[config.mk]
export PLATFORM = sky130hd
export DESIGN_NAME = bfa_hole_cell
export DESIGN_NICKNAME = d
export VERILOG_FILES = /design/src/rtl/core/bfa_pkg.sv /design/src/rtl/core/bfa_hole_cell.sv
export SDC_FILE = /design/constraint.sdc
export NUM_CORES = 1
export LEC_CHECK = 0
export ABC_CLOCK_PERIOD_IN_PS = 9250
export BUFFER_PORTS_ARGS = -buffer_cell sky130_fd_sc_hd__clkbuf_2
export CORE_AREA = 5 5 258 260
export CTS_CLUSTER_SIZE = 10
export DETAILED_ROUTE_END_ITERATION = 6
export DIE_AREA = 0 0 263 265
export PLACE_DENSITY = 0.55
export SKIP_LAST_GASP = 1
export SYNTH_ARGS = -nofsm -noshare
export SYNTH_HDL_FRONTEND = slang
export SYNTH_SLANG_ARGS = --single-unit
export TNS_END_PERCENT = 20
[constraint.sdc]
create_clock -name clk -period 9.25 [get_ports clk]
set_clock_uncertainty 0.2 [all_clocks]
set_input_delay 0.4625 -clock clk [delete_from_list [all_inputs] [get_ports clk]]
set_output_delay 0.4625 -clock clk [all_outputs]
set_load 0.01 [all_outputs]
[src/rtl/core/bfa_pkg.sv]
// ----------------------------------------------------------------------------
// bfa_pkg: shared types and constants of the best-fit allocator
// Table sizes, status and request codes, cell token and write-port types.
// ----------------------------------------------------------------------------
package bfa_pkg;

  localparam int MAX_BLOCKS = 16;
  localparam int NHOLES     = MAX_BLOCKS + 1;
  localparam int AW         = 32;
  localparam int UIW        = $clog2(MAX_BLOCKS);
  localparam int HIW        = $clog2(NHOLES);
  localparam int CW         = 5;

  localparam logic [AW-1:0] TOTAL_RESET = AW'(65536);

  localparam logic [1:0] REQ_ALLOC   = 2'd0;
  localparam logic [1:0] REQ_FREE    = 2'd1;
  localparam logic [1:0] REQ_QUERY   = 2'd2;
  localparam logic [1:0] REQ_COMPACT = 2'd3;

  localparam logic [3:0] ST_ALLOCATED = 4'd0;
  localparam logic [3:0] ST_DUP       = 4'd1;
  localparam logic [3:0] ST_NO_SPACE  = 4'd2;
  localparam logic [3:0] ST_FREED     = 4'd3;
  localparam logic [3:0] ST_NOT_FOUND = 4'd4;
  localparam logic [3:0] ST_FOUND     = 4'd5;
  localparam logic [3:0] ST_QMISS     = 4'd6;
  localparam logic [3:0] ST_COMPACTED = 4'd7;
  localparam logic [3:0] ST_MOVED     = 4'd8;
  localparam logic [3:0] ST_FULL      = 4'd9;

  // token walking the block-table chain
  typedef struct packed {
    logic           go;
    logic [31:0]    key;
    logic           found;
    logic [UIW-1:0] fidx;
    logic [AW-1:0]  fstart;
    logic [AW-1:0]  fsize;
    logic           has_slot;
    logic [UIW-1:0] sidx;
    logic           sel;
    logic [UIW-1:0] sel_idx;
    logic [AW-1:0]  sel_start;
    logic [AW-1:0]  sel_size;
    logic [31:0]    sel_tag;
  } used_tok_t;

  // token walking the free-extent chain
  typedef struct packed {
    logic           go;
    logic [AW-1:0]  req;
    logic [AW-1:0]  s;
    logic [AW:0]    e;
    logic           fit;
    logic [HIW-1:0] fit_idx;
    logic [AW-1:0]  fit_start;
    logic [AW-1:0]  fit_size;
    logic           prev;
    logic [HIW-1:0] prev_idx;
    logic [AW-1:0]  prev_start;
    logic [AW-1:0]  prev_size;
    logic           nxt;
    logic [HIW-1:0] nxt_idx;
    logic [AW-1:0]  nxt_size;
    logic           slot;
    logic [HIW-1:0] slot_idx;
  } hole_tok_t;

  typedef struct packed {
    logic          valid;
    logic [31:0]   tag;
    logic [AW-1:0] start;
    logic [AW-1:0] size;
  } used_wr_t;

  typedef struct packed {
    logic          valid;
    logic [AW-1:0] start;
    logic [AW-1:0] size;
  } hole_wr_t;

  typedef struct packed {
    logic [3:0]    status;
    logic [31:0]   tag_out;
    logic [31:0]   block_start;
    logic [31:0]   block_size;
    logic [31:0]   new_start;
    logic [CW-1:0] move_count;
    logic          last;
  } rsp_word_t;

endpackage

[src/rtl/core/bfa_hole_cell.sv]
// ----------------------------------------------------------------------------
// bfa_hole_cell: one entry of the free-extent table
// Holds one extent and updates the passing token: best fit, neighbors of a
// returned extent, first empty entry.
// ----------------------------------------------------------------------------
module bfa_hole_cell (
  input  logic                    clk,
  input  logic                    rst,
  input  logic [bfa_pkg::HIW-1:0] cell_idx,
  input  logic                    boot_valid,
  input  logic [bfa_pkg::AW-1:0]  boot_size,
  input  logic                    clr,
  input  logic                    wr_en,
  input  bfa_pkg::hole_wr_t       wr,
  input  bfa_pkg::hole_tok_t      tok_in,
  output bfa_pkg::hole_tok_t      tok_out
);

  logic                   valid;
  logic [bfa_pkg::AW-1:0] start;
  logic [bfa_pkg::AW-1:0] size;
  logic [bfa_pkg::AW:0]   hend;
  bfa_pkg::hole_tok_t     t;

  assign hend = {1'b0, start} + {1'b0, size};

  always_comb begin
    t = tok_in;
    if (valid && size >= t.req &&
        (!t.fit || size < t.fit_size || (size == t.fit_size && start < t.fit_start))) begin
      t.fit       = 1'b1;
      t.fit_idx   = cell_idx;
      t.fit_start = start;
      t.fit_size  = size;
    end
    if (valid && hend == {1'b0, t.s}) begin
      t.prev       = 1'b1;
      t.prev_idx   = cell_idx;
      t.prev_start = start;
      t.prev_size  = size;
    end
    if (valid && {1'b0, start} == t.e) begin
      t.nxt      = 1'b1;
      t.nxt_idx  = cell_idx;
      t.nxt_size = size;
    end
    if (!valid && !t.slot) begin
      t.slot     = 1'b1;
      t.slot_idx = cell_idx;
    end
  end

  always_ff @(posedge clk) begin
    if (rst) begin
      valid      <= boot_valid;
      start      <= '0;
      size       <= boot_size;
      tok_out.go <= 1'b0;
    end else begin
      tok_out <= t;
      if (wr_en) begin
        valid <= wr.valid;
        start <= wr.start;
        size  <= wr.size;
      end else if (clr) begin
        valid <= 1'b0;
      end
    end
  end

endmodule

# --- Word level (Yosys, flattened, before mapping) ---
# Index checks and enable logic that the tools add are counted.
word_totals:
  reg_bits: 347
classes:
  muxes: 9
  n_lt_le_gt_ge: 3
  n_reduce_logical: 13
  n_addsub: 1
  eq_ne: 3
op_table:
  columns: ["cell", "n"]
  rows:
  - ["$mux W69", 2]
  - ["$lt A32 B32 Y1", 2]
  - ["$mux W32", 2]
  - ["$mux W37", 1]
  - ["$add A32 B32 Y33", 1]
  - ["$eq A32 B33 Y1", 1]
  - ["$eq A33 B32 Y1", 1]
  - ["$eq A32 B32 Y1", 1]
  - ["$ge A32 B32 Y1", 1]
  - ["$logic_and A1 B1 Y1", 6]
  - ["$mux W5", 1]
  - ["$logic_not A1 Y1", 3]
  - ["$mux W1", 3]
  - ["$reduce_bool A3 Y1", 1]
  - ["$logic_or A1 B1 Y1", 2]
  - ["$reduce_bool A2 Y1", 1]

# --- Depth between registers and ports, before layout ---
depth:
  ltp_word: 5
  ltp_mapped: 14
  mapped_depth_nobuf: 11

# --- Least setup slack after synthesis ---
# OpenSTA, ideal clock, no wires.
synth_path:
  path_type: "input to register"
  startpoint: "input rst"
  endpoint: "register tok_out[0] in the netlist's numbering, enable pin"
  setup_slack_ps: 1991
  t_arrival_ps: 6429
  n_path_buf: 3
  required_time_ps: 8420
  stages: 4
  cell_sequence: "clkbuf_1 > clkbuf_1 > buf_1 > inv_1"
synth_rtl:
  columns: ["item", "line_no", "source"]
  rows:
  - ["start: declaration", "bfa_hole_cell.sv:8", "input logic rst,"]
  - ["end signal: assignment", "bfa_hole_cell.sv:60", "tok_out <= t;"]
  - ["end: declaration", "bfa_hole_cell.sv:16", "output bfa_pkg::hole_tok_t tok_out"]
# No word-level cell between the ends.

==> flow_metrics.py <==
metrics = {
    "detailed_routing": {
        "drcViolationCount": 0,
        "drt_wl_total_um": 79870,
        "num_vias": 15730,
        "drt_iter0_markers": 1118,
        "wl_per_cell_um": 24.24,
        "first_pass_iters": 5,
        "vias_per_cell": 4.773,
        "antenna_left": 0,
    },
    "critical_path": {
        "cp_max_fo": 39,
        "r2r_start": "start[0]$_SDFFE_PP0P_",
        "cp_top_family": "compound AO/OA/AOI/OAI gates",
        "endpoint_kind": "flip-flop",
        "worst-setup-path-type": "flip-flop to flip-flop",
        "crit_path_start": "start[0]$_SDFFE_PP0P_",
        "arrival_ns": 5.77,
        "worst_ep_required_time_ns": 9.35,
        "cp_slowest_stage_delay_ns": 0.95,
        "cp-start-kind": "flip-flop",
        "slowest_stage": "or4_4",
        "worst-path-buf-inv": 1,
        "path_cells": "ha_1 -> fa_1 -> a21oi_1 -> o21ai_1 -> o21ai_2 -> o31ai_1 -> mux2_2 -> a2111oi_0 -> nand4_1 -> or4_4 -> buf_4 -> mux2_4",
    },
    "timing": {
        "worst_pin_slew_ns": 1.105,
        "report.final.hold_viol_count": 0,
        "slew_headroom_pct": 26.34,
        "fin_crit_sh_pct": 61.25,
        "fmax_mhz": 176.5,
        "holdWs_ns": 0.03409,
        "final-setup-viol-count": 0,
        "drv_slew": 0,
        "rsz0062_at_grt": "false",
        "tns_ns": 0,
        "period_needed_ns": 5.665,
    },
    "clocking": {
        "cts_buffers": 44,
        "cts_sinks": 347,
        "clock_latency_ns": 0.57,
        "htree_levels": 2,
        "ctsHoldBuffers": 308,
        "cts_resized": 0,
        "clkTransAtPathRegs_ns": 0.06,
        "cts_buffer_depth": 3,
        "cts_root_buf": "clkbuf_16",
        "tritoncts": "yes",
        "cts_setup_buffers": 0,
    },
    "floorplanning": {
        "die_area_mm2": 0.06970,
        "initial_core_util_pct": 29.36,
        "num_io_pins": 671,
        "die_h_um": 265,
        "coreArea_mm2": 0.06388,
        "core.rowCount": 93,
        "die_w_um": 263,
    },
    "power": {
        "peakVddDrop_uv": 121.7,
        "leakagePower_uw": 0.01234,
        "p_per_area_mw_per_mm2": 168.3,
    },
    "min_path": {
        "hp-start": "tok_in[78]",
        "min_path_type": "primary input to flip-flop",
    },
    "outcome": {
        "status": "finished, final reports clean",
    },
    "synthesis": {
        "ys_warn_count": 0,
        "synth_edf_count": 314,
        "postSynth.asyncResetShare_pct": 0,
        "ys.flop_type": "edfxtp_1",
        "synth-seq-area-share_pct": 53.79,
        "ys_types": 72,
        "synth-seq-cells": 347,
        "yosysTopAreaCellShare_pct": 50.27,
        "syn_area_mm2": 0.01876,
        "netlist_top_cells_area": "edfxtp_1, mux2_2, ha_1, mux2_4, dfxtp_1",
        "yosysTopAreaCell": "edfxtp_1",
        "syn_nets": 1925,
        "syn_area_per_cell_um2": 13.32,
        "synth_cells": 1408,
    },
    "final_layout": {
        "num-nets-final": 2916,
        "drive_above_1_share_pct": 39.91,
        "syn_to_final_growth_pct": 46.36,
    },
    "global_route": {
        "grt_max_degree": 125,
        "grt_pass1_wl_um": 113900,
        "grt_overflow": 0,
        "track_usage_pct": 21.84,
        "grt_pass1_vias": 16880,
        "antenna_found_initial": 10,
    },
    "placed_design": {
        "io_buffers": 670,
        "gp_congestion": 0.9030,
        "dp_hpwl_um": 61480,
    },
    "flow_run": {
        "maxCapViolations": 0,
    },
}
[cells in the mapped netlist, types with 7 or more instances]
library cell and instances:
edfxtp_1 314, mux2_2 144, ha_1 127, inv_1 102, nor2_1 70, mux2_4 69, xnor2_1 61, a21oi_1 58
nand2_1 47, nand4_1 39, mux2i_1 37, o21ai_0 35, a21o_1 33, dfxtp_1 33, xor2_1 15, buf_2 13
clkbuf_1 13, nor3_1 13, buf_1 11, nand3_1 11, o21a_1 11, nor2b_1 10, o211ai_1 10, nand2b_1 9
a211oi_1 8, buf_12 7
[layout make-up]
class | instances | area (µm²)
Fill cell | 5944 | 36430
Sequential cell | 347 | 10090
Multi-Input combinational cell | 909 | 7948
Timing Repair Buffer | 995 | 6566
Clock buffer | 70 | 1291
Tap cell | 855 | 1070
Inverter | 102 | 390.4
Clock inverter | 10 | 82.58
Antenna cell | 7 | 17.52
[power by group]
part | internal [µW] | switching, µW | leakage [µW]
Clock | 981 | 680 | 0.000662
Combinational | 464 | 529 | 0.00832
Sequential | 1860 | 108 | 0.00336
[sequential cells by signal (all words and copies together) (netlist names)]
register / flops
tok_out: 282
valid: 1
size: 32
start: 32
[logic make-up after synthesis]
| group | share of synthesized area (%) |
|---|---|
| muxes | 16.14 |
| DFF | 53.79 |
| and+or+nand+nor | 6.497 |
| adders and majority gates | 8.578 |
| buffers and inverters | 3.895 |
| xor gates and xnor gates | 3.635 |
| AOI/OAI and AO/OA | 7.464 |
[layout by cell type (no fill, tap or decap), drive strengths merged, types with 37 or more instances in the layout]
cell type	count
o21ai	43
mux2i	37
clkbuf	739
ha	127
nand4	40
mux2	213
a21oi	59
xnor2	61
edfxtp	314
nand2	49
dlygate4sd3	308
inv	102
nor2	70
[per-layer routing]
metal  track usage, %  vias to the layer above  wire length [µm]
met5                0                        -                13
met1            27.04                     7668             32990
met4            6.790                        2              2548
li1                 -                     7312                 -
met3            5.207                      120              4971
met2            37.96                      624             39340
[stage by stage]
stage / utilization [%] / power [µW] / instance area [µm²] / setup slack [ns] / std cells
2_1_floorplan: - / 2463 / 18760 / 1.991 / 1408
3_3_place_gp: 35.97 / 2882 / 22980 / 3.585 / 2900
3_5_place_dp: 35.97 / 2884 / 22980 / 3.721 / 2900
4_1_cts: 42.95 / 4679 / 27440 / 3.668 / 3288
5_1_grt: 42.96 / 4842 / 27450 / 3.542 / 3291
6_report: 42.98 / 4622 / 27460 / 3.585 / 3295
[path summary, 6_finish.rpt]
kind	to	slack (ns)	cells past startpoint
worst max-delay path	tok_out[100]$_DFFE_PN_	3.58	12
worst max register to register	tok_out[100]$_DFFE_PN_	3.58	12
worst min register to register	start[21]$_SDFFE_PP0P_	0.47	2
worst min-delay path	tok_out[78]$_DFFE_PN_	0.03	2
(Power assumes the default switching activity.)
