<file path="src/rtl/core/bfa_pkg.sv">
// ----------------------------------------------------------------------------
// bfa_pkg: shared types and constants of the best-fit allocator
// Table sizes, status and request codes, cell token and write-port types.
// ----------------------------------------------------------------------------
package bfa_pkg;

  localparam int MAX_BLOCKS = 16;
  localparam int NHOLES     = MAX_BLOCKS + 1;
  localparam int AW         = 32;
  localparam int UIW        = $clog2(MAX_BLOCKS);
  localparam int HIW        = $clog2(NHOLES);
  localparam int CW         = 5;

  localparam logic [AW-1:0] TOTAL_RESET = AW'(65536);

  localparam logic [1:0] REQ_ALLOC   = 2'd0;
  localparam logic [1:0] REQ_FREE    = 2'd1;
  localparam logic [1:0] REQ_QUERY   = 2'd2;
  localparam logic [1:0] REQ_COMPACT = 2'd3;

  localparam logic [3:0] ST_ALLOCATED = 4'd0;
  localparam logic [3:0] ST_DUP       = 4'd1;
  localparam logic [3:0] ST_NO_SPACE  = 4'd2;
  localparam logic [3:0] ST_FREED     = 4'd3;
  localparam logic [3:0] ST_NOT_FOUND = 4'd4;
  localparam logic [3:0] ST_FOUND     = 4'd5;
  localparam logic [3:0] ST_QMISS     = 4'd6;
  localparam logic [3:0] ST_COMPACTED = 4'd7;
  localparam logic [3:0] ST_MOVED     = 4'd8;
  localparam logic [3:0] ST_FULL      = 4'd9;

  // token walking the block-table chain
  typedef struct packed {
    logic           go;
    logic [31:0]    key;
    logic           found;
    logic [UIW-1:0] fidx;
    logic [AW-1:0]  fstart;
    logic [AW-1:0]  fsize;
    logic           has_slot;
    logic [UIW-1:0] sidx;
    logic           sel;
    logic [UIW-1:0] sel_idx;
    logic [AW-1:0]  sel_start;
    logic [AW-1:0]  sel_size;
    logic [31:0]    sel_tag;
  } used_tok_t;

  // token walking the free-extent chain
  typedef struct packed {
    logic           go;
    logic [AW-1:0]  req;
    logic [AW-1:0]  s;
    logic [AW:0]    e;
    logic           fit;
    logic [HIW-1:0] fit_idx;
    logic [AW-1:0]  fit_start;
    logic [AW-1:0]  fit_size;
    logic           prev;
    logic [HIW-1:0] prev_idx;
    logic [AW-1:0]  prev_start;
    logic [AW-1:0]  prev_size;
    logic           nxt;
    logic [HIW-1:0] nxt_idx;
    logic [AW-1:0]  nxt_size;
    logic           slot;
    logic [HIW-1:0] slot_idx;
  } hole_tok_t;

  typedef struct packed {
    logic          valid;
    logic [31:0]   tag;
    logic [AW-1:0] start;
    logic [AW-1:0] size;
  } used_wr_t;

  typedef struct packed {
    logic          valid;
    logic [AW-1:0] start;
    logic [AW-1:0] size;
  } hole_wr_t;

  typedef struct packed {
    logic [3:0]    status;
    logic [31:0]   tag_out;
    logic [31:0]   block_start;
    logic [31:0]   block_size;
    logic [31:0]   new_start;
    logic [CW-1:0] move_count;
    logic          last;
  } rsp_word_t;

endpackage

</file>
<file path="src/rtl/core/bfa_used_cell.sv">
// ----------------------------------------------------------------------------
// bfa_used_cell: one entry of the block table
// Holds one block and updates the passing token: tag match, free slot,
// lowest-start block not yet packed.
// ----------------------------------------------------------------------------
module bfa_used_cell (
  input  logic                    clk,
  input  logic                    rst,
  input  logic [bfa_pkg::UIW-1:0] cell_idx,
  input  logic                    clr,
  input  logic                    wr_en,
  input  bfa_pkg::used_wr_t       wr,
  input  logic                    done_clr,
  input  logic                    done_set,
  input  bfa_pkg::used_tok_t      tok_in,
  output bfa_pkg::used_tok_t      tok_out
);

  logic                      valid;
  logic                      done;
  logic [31:0]               tag;
  logic [bfa_pkg::AW-1:0]    start;
  logic [bfa_pkg::AW-1:0]    size;
  bfa_pkg::used_tok_t        t;

  always_comb begin
    t = tok_in;
    if (valid && !t.found && tag == t.key) begin
      t.found  = 1'b1;
      t.fidx   = cell_idx;
      t.fstart = start;
      t.fsize  = size;
    end
    if (!valid && !t.has_slot) begin
      t.has_slot = 1'b1;
      t.sidx     = cell_idx;
    end
    // strict compare keeps the lower index on equal starts
    if (valid && !done && (!t.sel || start < t.sel_start)) begin
      t.sel       = 1'b1;
      t.sel_idx   = cell_idx;
      t.sel_start = start;
      t.sel_size  = size;
      t.sel_tag   = tag;
    end
  end

  always_ff @(posedge clk) begin
    if (rst) begin
      valid      <= 1'b0;
      done       <= 1'b0;
      tok_out.go <= 1'b0;
    end else begin
      tok_out <= t;
      if (wr_en) begin
        valid <= wr.valid;
      end else if (clr) begin
        valid <= 1'b0;
      end
      if (done_set) begin
        done <= 1'b1;
      end else if (done_clr) begin
        done <= 1'b0;
      end
    end
  end

  always_ff @(posedge clk) begin
    if (wr_en) begin
      tag   <= wr.tag;
      start <= wr.start;
      size  <= wr.size;
    end
  end

endmodule

</file>
<file path="config.mk">
export PLATFORM = sky130hd
export DESIGN_NAME = bfa_used_cell
export DESIGN_NICKNAME = d
export VERILOG_FILES = /design/src/rtl/core/bfa_pkg.sv /design/src/rtl/core/bfa_used_cell.sv
export SDC_FILE = /design/constraint.sdc
export NUM_CORES = 1
export LEC_CHECK = 0
export BUFFER_PORTS_ARGS = -buffer_cell sky130_fd_sc_hd__buf_4
export CAP_MARGIN = 15
export CORE_AREA = 3 3 201 203
export CTS_BUF_LIST = sky130_fd_sc_hd__clkbuf_8 sky130_fd_sc_hd__clkbuf_16
export CTS_CLUSTER_DIAMETER = 60
export CTS_CLUSTER_SIZE = 12
export DETAILED_ROUTE_END_ITERATION = 8
export DIE_AREA = 0 0 204 206
export GPL_ROUTABILITY_DRIVEN = 0
export SYNTH_ARGS = -nofsm -noshare
export SYNTH_HDL_FRONTEND = slang
export SYNTH_SLANG_ARGS = --single-unit
</file>
<file path="constraint.sdc">
create_clock -name clk -period 16.16 [get_ports clk]
set_clock_uncertainty 0.05 [all_clocks]
set_input_delay 1.616 -clock clk [delete_from_list [all_inputs] [get_ports clk]]
set_output_delay 1.616 -clock clk [all_outputs]
set_load 0.01 [all_outputs]
</file>
* Word-level counts from Yosys, hierarchy flattened *
Cells that the tools add are included.

operators by class
  equal/unequal tests = 1
  reduce and logical (&&, ||, !) cells = 13
  muxes and demuxes = 7
  magnitude comparators = 1

operators with widths
  kind                         number
  100-bit two-way mux          1
  68-bit two-way mux           1
  32-bit == test               1
  32-bit less-than comparator  1
  1-bit logical AND            5
  1-bit zero test              5
  1-bit two-way mux            4
  4-bit two-way mux            1
  2-bit nonzero test           2
  1-bit logical OR             1

word-level totals
  output and inout port bits = 208
  register bits after elaboration = 306
  word-level logic and storage cells = 40
  bits of input ports = 315

* Depth between registers and ports, before layout *
Gate-level depths: netlist of run 1.

  depth in word-level cells = 4
  depth in mapped cells = 10
  depth with buffers taken out = 8

* Worst setup path after synthesis of run 1 *
OpenSTA, ideal clock, no wires.

  kind = input to register
  from = in rst
  to = reg tok_out[0] (netlist bit) (enable)
  data arrival time = 5.605 ns
  stages = 1
  setup slack = 9.947 ns
  path buffers = 0
  required time = 15.552 ns
  path through = inv_1

RTL lines
  item                  RTL line             text
  start, declared       bfa_used_cell.sv:8   input logic rst,
  end signal, assigned  bfa_used_cell.sv:54  tok_out <= t;
  end, declared         bfa_used_cell.sv:16  output bfa_pkg::used_tok_t tok_out

No word-level cell between the ends.

==> summary.md, run 1 <==
| Metric | Value |
|---|---|
| Outcome | `completed` |
| Pwr/cell area | `106 mW/mm2` |
| Flops & latches, synth | `306` |
| Wire length per cell | `about 21 um` |
| Most frequent cells in the layout | `527 x buf_4, 303 x edfxtp_1, 100 x mux2_4, 63 x mux2_2, 36 x inv_1` |
| Layout cells sized above 1 | `0.605` |
| Non-Filler Instances | `1,745` |
| Leak | `between 7 and 8 nW` |
| Worst Tran Pin Value | `991 ps` |
| # nets final | `1,560` |
| H-tree levels | `2` |
| Worst Path Buf+Inv | `3` |
| Yosys top cell area share | `0.703` |
| Final setup viols | `0` |
| All-Layer GR Usage | `0.169` |
| Hold_buf cts | `0` |
| First-pass DRT Iterations | `4` |
| Clock transition at path regs | `60 ps` |
| Fin area | `between 0.015 and 0.02 mm2` |
| Row cnt | `72` |
| CTS Root Cell | `clkbuf_16` |
| Pins over their slew limit | `0` |
| Critical Path Source Type | `input port` |
| I/O pins | `roughly 520` |
| Number of gates resized after CTS | `0` |
| Most common cell after layout, fill and taps aside | `buf_4` |
| Netlist cell types | `38` |
| Final Hold Vio Count | `0` |
| Dpl cell area | `between 0.015 and 0.02 mm2` |
| Initial DRC count | `between 300 and 400` |
| Vias in the first global route | `just over 8,000` |
| Post-Place Cells | `1,695` |
| Initial Util | `0.335` |
| M3 GR Usage | `0.0617` |
| Minimum clock period after layout | `around 4200 ps` |
| Ys Warns | `0` |
| Main area contributors after synthesis | `edfxtp_1 70%, mux2_4 12%, mux2_2 5.5%` |
| Grt peak-use layer | `met2` |
| Routed via count | `approximately 8,000` |
| VDD IR max | `0.0649 mV` |
| Clk buf depth | `3` |
| Area grow syn2layout | `41.8%` |
| Highest cell delay on the worst timing path | `~600 ps` |
| Largest net degree at the start of global routing | `100` |
| Post-layout util | `0.475` |
| Die area | `0.0420 mm2` |
| First-pass GRT wire length | `52,800 um` |
| Post-Syn Area per Cell | `slightly below 20 um2` |
| Antenna-violating nets left | `0` |
| Worst setup path class | `input port to register` |
| Seq/Total Area, Yosys | `0.708` |
| Overflow after GRT | `0` |
| Post-Synthesis Cells | `about 670` |
| Crit-path slowest cell | `buf_4` |
| Most common cell on crit path | `buf_4` |
| Unrepaired setup endpoints after global routing | `no` |
| CP Max Fanout | `41` |
| Total CTS buffers | `35` |
| Hold Path Class | `register to register` |
| WL final | `roughly 37,000 um` |
| Fmax | `0.238 GHz` |
| Dpl hpwl | `27,800 um` |
| Setup crit end kind | `register` |
| Met2 GRT Util | `0.293` |
| Worst slew margin | `0.339` |
| Die Y | `206 um` |
| DRC Markers | `0` |
| Core area | `slightly below 0.04 mm2` |
| Avg Vias per Cell | `4.50` |
| Syn Nets | `slightly above 1,000` |
| Leading area contributor after synthesis | `edfxtp_1` |
| Worst-skew pair later-pin latency | `530 ps` |
| Post CTS Setup Buffer Count | `0` |
| Family with the most delay on the worst path | `buffers and inverters` |
| Final worst path period share | `0.260` |
| # port buffers | `between 500 and 600` |
| Ant. Diodes | `0` |
| Crit path arrival time | `4410 ps` |
| CP required | `about 16,000 ps` |
| Crit-path cells | `buf_4 > xor2_1 > nor4_1 > nand4_1 > nor3_4 > buf_4 > buf_4 > mux2_2` |
| CTS tree | `yes` |
| Post-route setup TNS | `0 ps` |
| Die X | `204 um` |
| Hold_ws | `432 ps` |
| Cell Area, Synth | `0.0129 mm2` |
| Initial antenna violation count | `0` |
| Max-Cap Viols | `0` |
| M1 GR Usage | `0.191` |
| Clk sinks | `around 310` |
-- Yosys cell counts, drive strengths merged --
library cell and number:
xor2 31, or2 1, nor4 8, nand3 1
and4 1, a21oi 17, o21a 1, or2b 2
buf 18, edfxtp 303, a2111oi 1, a41oi 1
inv 33, xnor2 1, nor3b 1, ha 31
nor3 3, o41ai 1, a2bb2oi 1, a31oi 1
nor2b 2, nand2b 1, nand4b 1, nor2 8
dfxtp 3, nand2 12, o21ai 6, mux2 172
a211oi 1, nand4 4
-- kinds of logic after synthesis --
kind of cell | Yosys count | synth area share
fa+ha+maj | 31 | 0.0300
flops | 306 | 0.708
compound gates | 30 | 0.0132
xor+xnor | 32 | 0.0217
mux | 172 | 0.179
buf+inv | 51 | 0.0293
simple gates | 45 | 0.0191
-- per-layer routing --
metal	vias up	routed length, um
li1	3658	-
met1	3784	13600
met2	341	18900
met3	61	3640
met4	0	1150
met5	-	0
-- worst paths after layout --
check | start | end | slack (ps) | cells after the start
hold reg to reg | done | done | 430 | 2
hold / removal | done | done | 430 | 2
setup / recovery | tok_in[179] | tok_out[116] | 11960 | 8
setup reg to reg | tag[31] | tok_out[116] | 12750 | 7
-- worst reg2reg max path, cell delays in order (launching register included) --
cell and delay, ps:
edfxtp_1 430, xor2_1 170, nor4_1 550, nand4_1 260, nor3_4 180, buf_4 430
buf_4 640, mux2_2 470
-- final cells by class --
cell class,instances,area (um2)
inverters,33,131
clock buffers,36,890
well taps,518,648
repair buffers,528,3980
multi-input cells,310,3420
fillers,3380,20300
flip-flops and latches,306,9160
clock inverters,14,115
-- state kept, by name, indices dropped and copies added (netlist names) --
name,cells
tok_out,208
size,32
valid,1
done,1
tag,32
start,32
-- report_power, final --
group	leakage, nW	internal, W	total, W	switching (W)
combinational	4.18	0.000148	0.000255	0.000106
sequential	2.99	0.000944	0.000971	0.0000266
clock	0.509	0.000413	0.000727	0.000314
-- stage by stage --
stage	setup slack [ps]	total power, W
after floorplan	9950	0.00109
after global placement	11340	0.00124
after detailed placement	11410	0.00125
after CTS	11980	0.00198
after global routing	11870	0.00204
final	11960	0.00195
No activity file was read; power rests on OpenSTA's default activity.
==> run 2: changes to the inputs <==
- CORE_AREA: 3 3 201 203 -> 3 3 203 205
- DIE_AREA: 0 0 204 206 -> 0 0 206 208
- clock period: 16.16 -> 3.75 ns (I/O delays scaled with it)
==> run 2 against run 1 <==
  * Worst hold slack got worse by 340 ps
  * Sequential power grew to 4.3 times the previous value
  * Register-to-register slack got worse by 12000 ps
==> summary.md, run 2 (synthesis gave the netlist of run 1 again) <==
| Metric | Value |
|---|---|
| Minimum clock period after layout | `3070 ps` |
| CP required | `between 3000 and 4000 ps` |
| Most common cell after layout, fill and taps aside | `buf_4` |
| Final Hold Vio Count | `0` |
| Family with the most delay on the worst path | `compound AO/OA/AOI/OAI gates` |
| Post-route setup TNS | `0 ps` |
| Worst-skew pair later-pin latency | `520 ps` |
| Initial antenna violation count | `1` |
| Avg Vias per Cell | `4.44` |
| # nets final | `between 1,500 and 2,000` |
| Worst slew margin | `0.404` |
| Dpl hpwl | `28,700 um` |
| Leak | `8.29 nW` |
| Dpl cell area | `0.0175 mm2` |
| Crit-path cells | `ha_1 > a21oi_1 > nor2_1 > a2111oi_0 > a31oi_1 > a41oi_4 > buf_12 > mux2_4` |
| Row cnt | `73` |
| All-Layer GR Usage | `0.174` |
| I/O pins | `523` |
| Pins over their slew limit | `0` |
| Max reg flops | `208` |
| Die Y | `208 um` |
| Layout cells sized above 1 | `0.548` |
| CP Max Fanout | `50` |
| Routed via count | `~8,400` |
| Worst setup path class | `register to register` |
| Core area | `0.0396 mm2` |
| Fmax | `approximately 0.33 GHz` |
| Total chip power | `around 0.0084 W` |
| CTS tree | `yes` |
| VDD IR max | `0.355 mV` |
| Fin area | `0.0198 mm2` |
| Worst Tran Pin Value | `892 ps` |
| Hold_ws | `88.2 ps` |
| Final worst path period share | `0.819` |
| H-tree levels | `2` |
| Final setup viols | `0` |
| Overflow after GRT | `0` |
| DRC Markers | `0` |
| Crit path arrival time | `about 3300 ps` |
| Critical Path Source Type | `register` |
| Initial DRC count | `300` |
| Most frequent cells in the layout | `530 x buf_4, 303 x edfxtp_1, 131 x dlygate4sd3_1, 100 x mux2_4, 63 x mux2_2` |
| Pwr/cell area | `427 mW/mm2` |
| Die X | `206 um` |
| Highest cell delay on the worst timing path | `roughly 420 ps` |
| Clk buf depth | `3` |
| CTS Root Cell | `clkbuf_16` |
| Unrepaired setup endpoints after global routing | `no` |
| Register area | `0.00916 mm2` |
| Worst Path Buf+Inv | `1` |
| # port buffers | `522` |
| Reg with most FFs | `tok_out` |
| Total CTS buffers | `35` |
| Die area | `about 0.043 mm2` |
| Setup WS post-layout | `680 ps` |
| Vias in the first global route | `9,136` |
| Max-Cap Viols | `0` |
| Largest net degree at the start of global routing | `68` |
| Post CTS Setup Buffer Count | `0` |
| Area occupied by multi-input gates | `0.00342 mm2` |
| Crit-path slowest cell | `edfxtp_1` |
| Initial Util | `0.326` |
| Clock transition at path regs | `60 ps` |
| Hold Path Class | `input port to register` |
| DP Worst Slack | `567 ps` |
| Filler Cell Count | `3,416` |
| WL final | `~39,000 um` |
| Setup crit end kind | `register` |
| Outcome | `completed` |
| Clk sinks | `306` |
| First-pass DRT Iterations | `4` |
| First-pass GRT wire length | `56,000 um` |
| Antenna-violating nets left | `0` |
| Area grow syn2layout | `53.0%` |
| Wire length per cell | `20.4 um` |
run 2: changes by cell type in the layout (fill, tap and decap cells not counted), moves of 2 or more:
cell | before | now
dlygate4sd3_1 | 0 | 131
clkinv_2 | 2 | 0
diode_2 | 0 | 2
buf_12 | 1 | 8
buf_4 | 527 | 530
inv_1 | 36 | 38
run 2: worst paths after layout:
kind,to,cells past startpoint,start,slack [ps]
worst max-delay path,tok_out[45],8,start[29],680
worst min-delay path,tok_out[169],2,tok_in[169],90
worst max register to register,tok_out[45],8,start[29],680
worst min register to register,done,2,done,440
run 2: power breakdown:
part / internal (W) / leakage [nW] / switching (W)
Sequential: 0.00407 / 2.99 / 0.000117
Clock: 0.00169 / 0.495 / 0.00134
Combinational: 0.000743 / 4.81 / 0.000492
run 2: area by class of cell:
type                       count  area share
antenna                        2    0.000253
clock buffer                  35      0.0443
clock inverter                14     0.00462
inverter                      33     0.00645
multi-input combinational    310       0.173
sequential                   306       0.463
tap                          525      0.0332
timing repair buffer         669       0.275
run 2: repair_timing:
item / CTS / global route
hold buffers: 131 / 0
resized for setup: 0 / 0
endpoints found under the hold margin: 131 / 0
run 2: routing by layer:
layer | wire, um | track usage | share of wire
met5 | 0 | 0 | 0
met1 | 14600 | 0.200 | 0.38
met4 | 1170 | 0.0627 | 0.030
met2 | 19800 | 0.308 | 0.51
met3 | 3050 | 0.0487 | 0.079
run 2: per-stage QoR:
stage	utilization	instances
floorplan	-	667
global placement	0.442	1712
detailed placement	0.442	1712
CTS	0.499	1892
global route	0.499	1893
finish	0.499	1894
